File: src/rtl/core/ftxlr_pkg.sv
// Shared constants for the four-tap XOR lagged generator.
// Used by ftxlr_rem and four_tap_xor_lagged_rng_top; no dependencies.
package ftxlr_pkg;

  localparam int unsigned WORD_W = 31;
  localparam int unsigned TABLE_DEPTH = 16384;
  localparam int unsigned NUM_TAPS = 4;

  // Distances behind the write slot of the four words that are combined.
  localparam int unsigned LAGS [NUM_TAPS] = '{471, 1586, 6988, 9689};

  // Minimal-standard congruential step used for the table fill.
  localparam int unsigned MULT_W = 15;
  localparam logic [MULT_W-1:0] LCG_MULT = 15'd16807;
  localparam logic [WORD_W-1:0] LCG_MOD = 31'h7FFF_FFFF;
  localparam logic [WORD_W-1:0] SEED_RESET = 31'd1;

endpackage

File: src/rtl/core/ftxlr_rem.sv
// Bit-serial restoring remainder unit, one quotient bit per cycle.
// Depends on ftxlr_pkg for the word width.
module ftxlr_rem (
  input  logic                           clk_i,
  input  logic                           rst_ni,
  input  logic                           start_i,
  input  logic [ftxlr_pkg::WORD_W-1:0]   dividend_i,
  input  logic [ftxlr_pkg::WORD_W-1:0]   divisor_i,
  output logic                           done_o,
  output logic [ftxlr_pkg::WORD_W-1:0]   rem_o
);

  localparam int unsigned W = ftxlr_pkg::WORD_W;
  localparam int unsigned CntW = $clog2(W);
  localparam logic [CntW-1:0] LastStep = CntW'(W - 1);

  logic            run_q, run_d;
  logic            done_q, done_d;
  logic [CntW-1:0] cnt_q, cnt_d;
  logic [W-1:0]    rem_q, rem_d;
  logic [W-1:0]    dvd_q, dvd_d;
  logic [W-1:0]    div_q, div_d;
  logic [W:0]      trial;
  logic [W:0]      diff;

  // A zero divisor always passes the compare, so the dividend comes out unchanged.
  assign trial = {rem_q, dvd_q[W-1]};
  assign diff  = trial - {1'b0, div_q};

  always_comb begin
    run_d  = run_q;
    done_d = 1'b0;
    cnt_d  = cnt_q;
    rem_d  = rem_q;
    dvd_d  = dvd_q;
    div_d  = div_q;
    if (start_i) begin
      run_d = 1'b1;
      cnt_d = '0;
      rem_d = '0;
      dvd_d = dividend_i;
      div_d = divisor_i;
    end else if (run_q) begin
      rem_d = (trial >= {1'b0, div_q}) ? diff[W-1:0] : trial[W-1:0];
      dvd_d = {dvd_q[W-2:0], 1'b0};
      cnt_d = cnt_q + 1'b1;
      if (cnt_q == LastStep) begin
        run_d  = 1'b0;
        done_d = 1'b1;
      end
    end
  end

  always_ff @(posedge clk_i or negedge rst_ni) begin
    if (!rst_ni) begin
      run_q  <= 1'b0;
      done_q <= 1'b0;
      cnt_q  <= '0;
    end else begin
      run_q  <= run_d;
      done_q <= done_d;
      cnt_q  <= cnt_d;
    end
  end

  always_ff @(posedge clk_i) begin
    rem_q <= rem_d;
    dvd_q <= dvd_d;
    div_q <= div_d;
  end

  assign done_o = done_q;
  assign rem_o  = rem_q;

endmodule

File: config.mk
export PLATFORM = sky130hd
export DESIGN_NAME = ftxlr_rem
export DESIGN_NICKNAME = d
export VERILOG_FILES = /design/src/rtl/core/ftxlr_pkg.sv /design/src/rtl/core/ftxlr_rem.sv
export SDC_FILE = /design/constraint.sdc
export NUM_CORES = 1
export LEC_CHECK = 0
export BUFFER_PORTS_ARGS = -buffer_cell sky130_fd_sc_hd__buf_2
export CAP_MARGIN = 20
export CELL_PAD_IN_SITES_DETAIL_PLACEMENT = 0
export CELL_PAD_IN_SITES_GLOBAL_PLACEMENT = 1
export CORE_MARGIN = 2
export CORE_UTILIZATION = 40
export DETAILED_ROUTE_END_ITERATION = 8
export PLACE_DENSITY_LB_ADDON = 0.1
export SLEW_MARGIN = 40
export SYNTH_ARGS = -nofsm -noshare
export SYNTH_HDL_FRONTEND = slang
export SYNTH_SLANG_ARGS = --single-unit
File: constraint.sdc
create_clock -name clk_i -period 2.7 [get_ports clk_i]
set_clock_uncertainty 0.2 [all_clocks]
set_input_delay 0.405 -clock clk_i [delete_from_list [all_inputs] [get_ports clk_i]]
set_output_delay 0.405 -clock clk_i [all_outputs]
set_load 0.01 [all_outputs]
### Word level (Yosys, flattened, before mapping)

Index checks and enable logic that the tools add are counted.

| word-level totals | value |
|---|---|
| register bits | 100 |
| bits of input ports | 65 |
| output and inout port bits | 32 |
| word-level logic and storage cells | 22 |

| cells by class | value |
|---|---|
| add/subtract/negate cells | 2 |
| magnitude comparators | 1 |
| equality and inequality tests | 1 |
| mux-type cells | 11 |
| reductions and logical operators | 1 |

Operators by type and width:

| cell | count |
|---|---|
| $mux W31 | 3 |
| $ge A32 B31 Y1 | 1 |
| $sub A31 B31 Y31 | 1 |
| $mux W5 | 2 |
| $mux W1 | 6 |
| $add A5 B1 Y5 const B | 1 |
| $eq A5 B5 Y1 const B | 1 |
| $reduce_bool A2 Y1 | 1 |

### Logic depth before layout (Yosys ltp)

Gate-level depths: netlist of the first run.

| logic depth | value |
|---|---|
| depth after elaboration | 4 |
| depth in mapped cells | 13 |

### Least setup slack after synthesis of the first run

Ideal clock, no wire load.

| path | value |
|---|---|
| kind | register to register |
| from | register rem_q[24], in the netlist rem_o[24] |
| to | register rem_q[25], in the netlist rem_o[25] |
| setup time | 0.133 ns |
| arrival | 2.633 ns |
| slack | -0.265 ns |
| stages on the path, launching flop included | 12 |
| path buffers | 2 |
| period minus slack after synthesis | 2.965 ns |
| cell sequence | dfxtp_1 > ha_1 > and2_4 > nand4_1 > or3_1 > or4_4 > a31oi_4 > nor2_4 > buf_6 > buf_6 > a31oi_1 > a31oi_1 |

| between the ends | value |
|---|---|
| longest elaborated chain between the ends | 2 |
| elaborated cells between the ends (all ways) | 3 |
| classes of those cells | 1 x add/sub; 1 x order compare; 1 x mux |

RTL lines:

| item | RTL line | source |
|---|---|---|
| start, declared | ftxlr_rem.sv:20 | `logic [W-1:0] rem_q, rem_d;` |
| start signal, assigned | ftxlr_rem.sv:67 | `rem_q <= rem_d;` |
| $sub A31 B31 Y31 / $ge A32 B31 Y1 (equally long branches) | ftxlr_rem.sv:28, ftxlr_rem.sv:44 |  |
| $mux W31 (*) | ftxlr_rem.sv:44 | `rem_d = (trial >= {1'b0, div_q}) ? diff[W-1:0] : trial[W-1:0];` |

Every way passes the cells marked *; elsewhere a longest branch is shown, timed or not.
A chain may end at the register's enable or synchronous reset.

### Worst setup path after layout of the first run

| path | value |
|---|---|
| from | register div_q[24] |
| to | register rem_q[24], in the netlist rem_o[24] |

| between the ends | value |
|---|---|
| longest elaborated chain between the ends | 2 |
| elaborated cells between the ends (all ways) | 3 |
| classes of those cells | 1 x add/sub; 1 x order compare; 1 x mux |

RTL lines:

| item | RTL line | source |
|---|---|---|
| start, declared | ftxlr_rem.sv:22 | `logic [W-1:0] div_q, div_d;` |
| start signal, assigned | ftxlr_rem.sv:69 | `div_q <= div_d;` |
| $sub A31 B31 Y31 / $ge A32 B31 Y1 (equally long branches) | ftxlr_rem.sv:28, ftxlr_rem.sv:44 |  |
| $mux W31 (*) | ftxlr_rem.sv:44 |  |

Marks and branches as above.

==> results of run 1 <==
metrics by stage:
stage          setup WS [ns]  cell area (um2)
3_3_place_gp          -0.355             7360
3_5_place_dp          -0.420             7360
5_1_grt               -0.428             8010
6_report              -0.321             8010
4_1_cts               -0.280             7830
2_1_floorplan        -0.0737             5870
synth_stat cells, drive strengths merged (14+ instances only):
master and number:
nor2 51, nand2 29, o21ai 19, xnor2 17, inv 44, edfxtp 62, clkbuf 18, a21oi 44
dfxtp 31, mux2 34, a21o 14, a211oi 23, ha 33
sequential cells by signal, indices dropped and copies added (netlist names):
register / flops
run_q: 1
done_o: 1
div_q: 31
cnt_q: 5
rem_o: 31
dvd_q: 31
layout by cell type (no fill, tap or decap), drive strengths merged, types with 7 or more instances in the layout:
cell type / n
buf: 219
a21o: 14
dfxtp: 31
ha: 33
o21ai: 19
o211ai: 8
o21bai: 7
nand2b: 11
a211oi: 23
inv: 48
mux2: 34
nand4: 9
clkbuf: 9
xor2: 10
a21oi: 44
nand2: 29
dfrtp: 7
nor2: 51
edfxtp: 62
nor3: 11
xnor2: 17
mux2i: 8
a31oi: 9
o211a: 7
metal layers:
layer	vias up	track usage (%)	wire length [um]
met2	86	30.2	6720
met1	2317	25.3	6860
li1	2477	-	-
met5	-	0	0
met3	17	4.90	589
met4	0	4.63	192
worst paths after layout:
kind | to | depth (start not counted) | start
min in group asynchronous | done_o | 2 | rst_ni
worst max-delay path | rem_o[24] | 11 | div_q[24]
worst min-delay path | div_q[6] | 1 | divisor_i[6]
max in group asynchronous | run_q | 2 | rst_ni
worst max register to register | rem_o[24] | 11 | div_q[24]
worst min register to register | cnt_q[4] | 2 | cnt_q[4]
power by group through the flow:
stage	logic (W)	clock network (W)	registers, W
2_1_floorplan	0.000259	0	0.00178
3_3_place_gp	0.000459	0	0.00179
3_5_place_dp	0.000466	0	0.00179
4_1_cts	0.000486	0.00146	0.00176
5_1_grt	0.000558	0.00151	0.00177
6_report	0.000503	0.00141	0.00176
final cells by class:
| class | count | area, um2 | area share (%) |
|---|---|---|---|
| multi-input cells | 395 | 3120 | 38.9 |
| clock buffers | 9 | 225 | 2.81 |
| well taps | 184 | 230 | 2.87 |
| clock inverters | 7 | 97.6 | 1.22 |
| inverters | 45 | 169 | 2.11 |
| flip-flops and latches | 100 | 2660 | 33.2 |
| repair buffers | 224 | 1510 | 18.8 |
worst max-delay path, stage by stage (launching register included):
cell and delay, ns:
edfxtp_1 0.34, inv_2 0.05, ha_4 0.26, and2_4 0.14, nand4_1 0.14, or3_4 0.37, or4_4 0.45, a31oi_4 0.21
nor2_4 0.11, buf_6 0.15, or3_4 0.37, a41oi_2 0.15
logic make-up after synthesis:
family,after synthesis,synth area share (%)
adders and majority gates,34,7.44
buffers and inverters,71,5.01
xor gates and xnor gates,27,4.07
muxes,42,7.96
DFF,100,45.7
and+or+nand+nor,145,12.3
AOI/OAI and AO/OA,147,17.5
what timing repair did:
item                                    CTS  global route
endpoints found under the setup margin   31            31
pin swaps                                10            17
hold endpoints to repair                  8             3
buffers inserted                          4             3
hold buffers                              2             3
gates resized for setup                  24            29
==> flow_metrics.tcl, run 1 <==
set metrics [dict create \
    status "finished with violations" \
    violations "negative setup slack" \
    switchingPower_w 0.000931 \
    dieArea_mm2 0.0155 \
    die-width_um 125 \
    antenna_cells 0 \
    fmax_ghz 0.331 \
    synth_area_leaders "edfxtp_1 32%, dfxtp_1 11%, ha_1 7.1%, mux2_2 6.6%, a21oi_1 3.8%" \
    p_int_w 0.00274 \
    cts_tree "done" \
    drt-initial-drc-count 287 \
    synthesis.area_mm2 0.00582 \
    synth_edf_count 62 \
    ys_warn_count 0 \
    port_buffers 96 \
    wl_per_cell_um 14.9 \
    grt_pass1_vias 4878 \
    synth_top_area_cell "edfxtp_1" \
    synth.distinct_cells 55 \
    start_kind "flip-flop" \
    cap_viol_max_count 0 \
    htreeDepth 3 \
    synthCells 566 \
    wl_um 14400 \
    synth_nets 665 \
    clk_pin_slew_ns 0.08 \
    synthToLayoutAreaGrowth_pct 37.7 \
    drtAntennaViolNets 0 \
    min_path_type "primary input to flip-flop" \
    grt_max_degree 50 \
    cts.sinks 100 \
    track_usage_pct 18.7 \
    drcViolationCount 0 \
    finalCriticalPeriod_ns 3.02 \
    first_pass_iters 4 \
    fin_tns_setup_ns -6.28 \
    crit_fanout 8 \
    p_per_area_mw_per_mm2 458 \
    globalplace.congestion 0.866 \
    critPathRequiredTime_ns 2.79 \
    total_power_w 0.00367 \
    cp-end-kind "flip-flop" \
    fill_cells 1316 \
    dp_hpwl_um 10500 \
    critPathKind "flip-flop to flip-flop" \
    combPwrFrac_pct 13.7 \
    ioPinCount 97 \
    finalSetupViolCount 30 \
    vdd_drop_max_v 0.000361 \
    yosysSeqAreaShare_pct 45.7 \
    worst_slew_pin_slew_ns 0.740 \
    start_util_pct 40.5 \
    synth-async-reset-ratio_pct 7.00 \
    slew_viol_final 0 \
    grt_pass1_wl_um 23700 \
    post-route-util_pct 55.8 \
    power_frac_clock_pct 38.5 \
    via_per_inst 5.08 \
    whs_ns 0.0130 \
    cp.arrival_ns 3.11 \
    clk_latency_ns 0.36 \
    final_cells 964 \
    seq_power_share_pct 47.8 \
    ctsRootBufferMaster "clkbuf_16" \
    clk_path_buf_depth 2 \
    ys.flop_type "edfxtp_1" \
    finalNetCount 874 \
    setup_ws_ns -0.321 \
    yosysTopAreaCellShare_pct 32.0 \
    dieHeight_um 125 \
    via_count 4897 \
    rsz0062_at_grt "true" \
    leakagePower_nw 3.80 \
    swShare_pct 25.4 \
    cts_made_buffers 9 \
    avgSynthCellArea_um2 10.3 \
    placedCellCount 937 \
    ff2ff_setup_slack_ns -0.32 \
    grt_overflow 0 \
    fin_crit_sh_pct 112 \
    placementRows 44 \
    max_slew_margin_pct 50.7 \
    coreArea_mm2 0.0144 \
    hold_viol_final 0 \
    antenna_found_initial 0 \
    layout-drive-gt1-share_pct 42.6 \
    ys_ff_latch 100 \
]
(Power assumes the default switching activity.)
==> run 2: changes to the inputs <==
--- a/config.mk
+++ b/config.mk
@@ -9,7 +9,6 @@
 export CAP_MARGIN = 20
 export CELL_PAD_IN_SITES_DETAIL_PLACEMENT = 0
 export CELL_PAD_IN_SITES_GLOBAL_PLACEMENT = 1
-export CORE_MARGIN = 2
 export CORE_UTILIZATION = 40
 export DETAILED_ROUTE_END_ITERATION = 8
 export PLACE_DENSITY_LB_ADDON = 0.1
==> flow_metrics.tcl, run 2 (synthesized netlist as in run 1, its figures left out) <==
set metrics [dict create \
    status "finished with violations" \
    violations "negative setup slack" \
    cp-startpoint "div_q[25]" \
    cts.sinks 100 \
    die-width_um 123 \
    post-route-util_pct 57.9 \
    dieArea_mm2 0.0150 \
    wl_per_cell_um 14.9 \
    swShare_pct 25.7 \
    ioPinCount 97 \
    antenna_cells 0 \
    combPwrFrac_pct 14.3 \
    clk_pin_slew_ns 0.07 \
    met2WireLength_um 7110 \
    r2r_start "div_q[25]" \
    crit_fanout 8 \
    critPathRequiredTime_ns 2.78 \
    cp-end-kind "flip-flop" \
    ff2ff_setup_slack_ns -0.28 \
    htreeDepth 3 \
    grt_pass1_vias 5078 \
    port_buffers 96 \
    layout-drive-gt1-share_pct 45.7 \
    via_count 4934 \
    ctsRootBufferMaster "clkbuf_16" \
    grt_pass1_wl_um 24000 \
    clk_latency_ns 0.36 \
    drt-initial-drc-count 191 \
    p_int_w 0.00264 \
    first_pass_iters 5 \
    setup_ws_ns -0.284 \
    cp.buffers_inverters 2 \
    wl_met3_um 741 \
    fin_crit_sh_pct 111 \
    fmax_ghz 0.335 \
    clk_path_buf_depth 2 \
    finalNetCount 881 \
    final_cell_mix "124 x buf_4, 95 x buf_2, 62 x edfxtp_1" \
    finalSetupViolCount 30 \
    m1WireLength_um 6430 \
    hold_viol_final 0 \
    cp_common_cell "or3_4" \
    min_path_type "primary input to flip-flop" \
    grt_overflow 0 \
    seq_power_share_pct 49.4 \
    vdd_drop_max_v 0.000535 \
    drcViolationCount 0 \
    slew_viol_final 0 \
    max_stage_delay_ns 0.44 \
    path_cells "inv_2, ha_4, and2_4, nand4_1, or3_4, or4_4, a31oi_4, nor2_4, buf_6, or3_4, a41oi_2" \
    power_frac_clock_pct 36.3 \
    top_layer_used "met4" \
    dp_hpwl_um 10800 \
    layout_commonest_cell "buf_4" \
    grt_max_degree 34 \
    p_per_area_mw_per_mm2 436 \
    via_per_inst 5.10 \
    rsz0062_at_grt "true" \
    wl_um 14400 \
    track_usage_pct 20.6 \
    max_slew_margin_pct 52.9 \
    cts_tree "done" \
    drtAntennaViolNets 0 \
    crit_family "simple AND/OR/NAND/NOR gates" \
    synthToLayoutAreaGrowth_pct 39.9 \
    worst_slew_pin_slew_ns 0.707 \
    critPathKind "flip-flop to flip-flop" \
    globalplace.congestion 0.861 \
    switchingPower_w 0.000912 \
    placementRows 43 \
    slowest_stage "or4_4" \
    leakagePower_nw 3.82 \
    coreArea_mm2 0.0140 \
    worst_hold_startpoint "divisor_i[23]" \
    start_kind "flip-flop" \
    antenna_found_initial 0 \
    start_util_pct 41.4 \
    finalCriticalPeriod_ns 2.98 \
    whs_ns 0.0182 \
    cp.arrival_ns 3.07 \
    dieHeight_um 123 \
    cts_made_buffers 9 \
    cap_viol_max_count 0 \
]
run 2: worst paths after layout:
check                            endpoint  depth (start not counted)
min in group asynchronous          done_o                          2
worst max-delay path            rem_o[24]                         11
worst min-delay path            div_q[23]                          1
max in group asynchronous           run_q                          2
worst min register to register  rem_o[16]                          2
worst max register to register  rem_o[24]                         11
run 2: what timing repair did:
item,CTS,global route
hold endpoints to repair,8,3
hold buffers,2,3
resized for setup,54,21
setup buffers,9,2
endpoints found under the setup margin,31,31
pin swaps,37,10
run 2: metrics by stage:
step	TNS (ns)	total power [W]	instance area, um2	setup slack, ns	std cells
2_1_floorplan	-0.976	0.00204	5870	-0.0737	566
3_3_place_gp	-4.75	0.00224	7370	-0.362	937
3_5_place_dp	-6.18	0.00225	7370	-0.388	937
4_1_cts	-4.57	0.00358	7980	-0.259	962
5_1_grt	-8.95	0.00371	8140	-0.383	967
6_report	-4.50	0.00355	8140	-0.284	967
run 2: power by group through the flow:
| stage | sequential [W] | combinational (W) | clock [W] |
|---|---|---|---|
| finish | 0.00175 | 0.000508 | 0.00129 |
| global placement | 0.00179 | 0.000457 | 0 |
| detailed placement | 0.00179 | 0.000465 | 0 |
| global route | 0.00177 | 0.000564 | 0.00138 |
| CTS | 0.00176 | 0.000495 | 0.00133 |
| floorplan | 0.00178 | 0.000259 | 0 |
run 2: metal layers:
layer	up-vias	GRT usage, %
met5	-	0
met4	0	5.03
met3	10	6.13
met2	98	35.8
met1	2336	24.8
li1	2490	-
run 2: area by class of cell:
cell class / count / area (um2)
fill: 1247 / 5910
multi-input combinational: 395 / 3240
sequential: 100 / 2660
timing repair buffer: 231 / 1540
clock buffer: 9 / 225
tap: 180 / 225
inverter: 45 / 169
clock inverter: 7 / 70.1
==> run 3: changes to the inputs <==
--- a/config.mk
+++ b/config.mk
@@ -9,7 +9,7 @@
 export CAP_MARGIN = 20
 export CELL_PAD_IN_SITES_DETAIL_PLACEMENT = 0
 export CELL_PAD_IN_SITES_GLOBAL_PLACEMENT = 1
-export CORE_UTILIZATION = 40
+export CORE_UTILIZATION = 44
 export DETAILED_ROUTE_END_ITERATION = 8
 export PLACE_DENSITY_LB_ADDON = 0.1
 export SLEW_MARGIN = 40
==> constraint.sdc (replaced) <==
create_clock -name clk_i -period 3.3 [get_ports clk_i]
set_clock_uncertainty 0.2 [all_clocks]
set_input_delay 0.495 -clock clk_i [delete_from_list [all_inputs] [get_ports clk_i]]
set_output_delay 0.495 -clock clk_i [all_outputs]
set_load 0.01 [all_outputs]
==> flow_metrics.tcl, run 3 (synthesized netlist as in run 1, its figures left out) <==
set metrics [dict create \
    status "completed" \
    via_per_inst 5.22 \
    path_cells "inv_1, ha_1, and2_4, nand4_1, or3_4, or4_4, a31oi_4, nor2_4, buf_6, or3_1, a41oi_1" \
    dieArea_mm2 0.0137 \
    min_path_type "primary input to flip-flop" \
    total_power_w 0.00283 \
    critPathRequiredTime_ns 3.38 \
    cap_viol_max_count 0 \
    hold_viol_final 0 \
    clk_path_buf_depth 2 \
    grt_max_degree 69 \
    fmax_ghz 0.311 \
    cts_made_buffers 9 \
    layout_commonest_cell "buf_2" \
    rsz0062_at_grt "false" \
    die-width_um 117 \
    ctsRootBufferMaster "clkbuf_16" \
    max_stage_delay_ns 0.52 \
    grt_pass1_wl_um 20700 \
    antenna_cells 0 \
    final_cells 871 \
    start_kind "flip-flop" \
    cp.buffers_inverters 2 \
    setup_ws_ns 0.0814 \
    final_cell_mix "95 x buf_2, 62 x edfxtp_1, 50 x nor2_1" \
    crit_fanout 13 \
    start_util_pct 45.5 \
    synthToLayoutAreaGrowth_pct 22.3 \
    regArea_mm2 0.00266 \
    wl_per_cell_um 15.1 \
    slew_viol_final 0 \
    leakagePower_nw 3.34 \
    max_slew_margin_pct 50.2 \
    clk_pin_slew_ns 0.08 \
    clk_latency_ns 0.37 \
    multi_input_area_mm2 0.00293 \
    ioPinCount 97 \
    cp.arrival_ns 3.30 \
    placedCellCount 852 \
    crit_family "simple AND/OR/NAND/NOR gates" \
    finalCriticalPeriod_ns 3.22 \
    via_count 4548 \
    finalSetupViolCount 0 \
    vdd_drop_max_v 0.000315 \
    post-route-util_pct 55.7 \
    dieHeight_um 117 \
    track_usage_pct 19.8 \
    dp_slack_ns -0.00160 \
    grt_overflow 0 \
    p_per_area_mw_per_mm2 398 \
    grt_pass1_vias 4302 \
    placementRows 41 \
    slowest_stage "or4_4" \
    whs_ns 0.103 \
    finalNetCount 793 \
    worst_slew_pin_slew_ns 0.747 \
    critPathKind "flip-flop to flip-flop" \
    port_buffers 96 \
    first_pass_iters 4 \
    drcViolationCount 0 \
    antenna_found_initial 0 \
    coreArea_mm2 0.0128 \
    wl_um 13100 \
    htreeDepth 3 \
    cts.sinks 100 \
    drtAntennaViolNets 0 \
    fin_crit_sh_pct 97.5 \
    dp_hpwl_um 9680 \
    fill_cells 1175 \
    drt-initial-drc-count 198 \
    layout-drive-gt1-share_pct 31.6 \
    ff2ff_setup_slack_ns 0.08 \
    cp-end-kind "flip-flop" \
    globalplace.congestion 0.877 \
    cts_tree "done" \
]
==> run 3: cell types whose count changed in the layout (fill, tap and decap cells not counted), moves of 4 or more <==
| cell | previous run | this run |
|---|---|---|
| nor2_1 | 44 | 50 |
| a21oi_2 | 11 | 4 |
| a211oi_2 | 7 | 2 |
| a211oi_1 | 15 | 21 |
| a21oi_1 | 32 | 40 |
| nor2_2 | 5 | 0 |
| inv_2 | 4 | 0 |
| ha_1 | 28 | 33 |
| dlygate4sd3_1 | 5 | 1 |
| ha_4 | 5 | 0 |
| buf_4 | 124 | 44 |
| inv_1 | 40 | 44 |
==> run 3: report_power, final <==
group,total (W),internal (W),switching [W]
Clock,0.00106,0.000534,0.000526
Sequential,0.00144,0.00141,0.0000251
Combinational,0.000338,0.000167,0.000171
==> run 3: area by class of cell <==
| class | count | area share [%] |
|---|---|---|
| clock buffers | 9 | 3.17 |
| clock inverters | 7 | 0.915 |
| inverters | 45 | 2.37 |
| multi-input cells | 395 | 41.2 |
| flip-flops and latches | 100 | 37.4 |
| well taps | 172 | 3.02 |
| repair buffers | 143 | 11.9 |
==> run 3: path summary, 6_finish.rpt <==
kind,startpoint,endpoint,cells past startpoint
worst max-delay path,div_q[25],rem_o[24],11
worst min-delay path,divisor_i[13],div_q[13],1
worst max register to register,div_q[25],rem_o[24],11
worst min register to register,rem_o[14],rem_o[14],2
max in group asynchronous,rst_ni,run_q,2
min in group asynchronous,rst_ni,cnt_q[0],2
==> run 3: metal layers <==
metal | routed length [um] | vias to the layer above | GRT usage, %
li1 | - | 2313 | -
met1 | 6400 | 2129 | 26.2
met2 | 5900 | 91 | 31.6
met3 | 603 | 15 | 5.05
met4 | 212 | 0 | 6.41
met5 | 0 | - | 0
==> run 3: what timing repair did <==
item                                    4_1_cts  5_1_grt
buffers inserted                              0        2
gates cloned                                  0        0
resized for setup                             1       17
hold buffers                                  1        0
endpoints found under the hold margin         7        0
endpoints found under the setup margin        2       27
pin swaps                                     0        5
==> run 3: stage by stage <==
stage               setup TNS, ns  cell area (um2)
floorplan                       0             5820
global placement          -0.0317             6720
detailed placement       -0.00160             6720
CTS                             0             7030
global route                    0             7110
finish                          0             7110
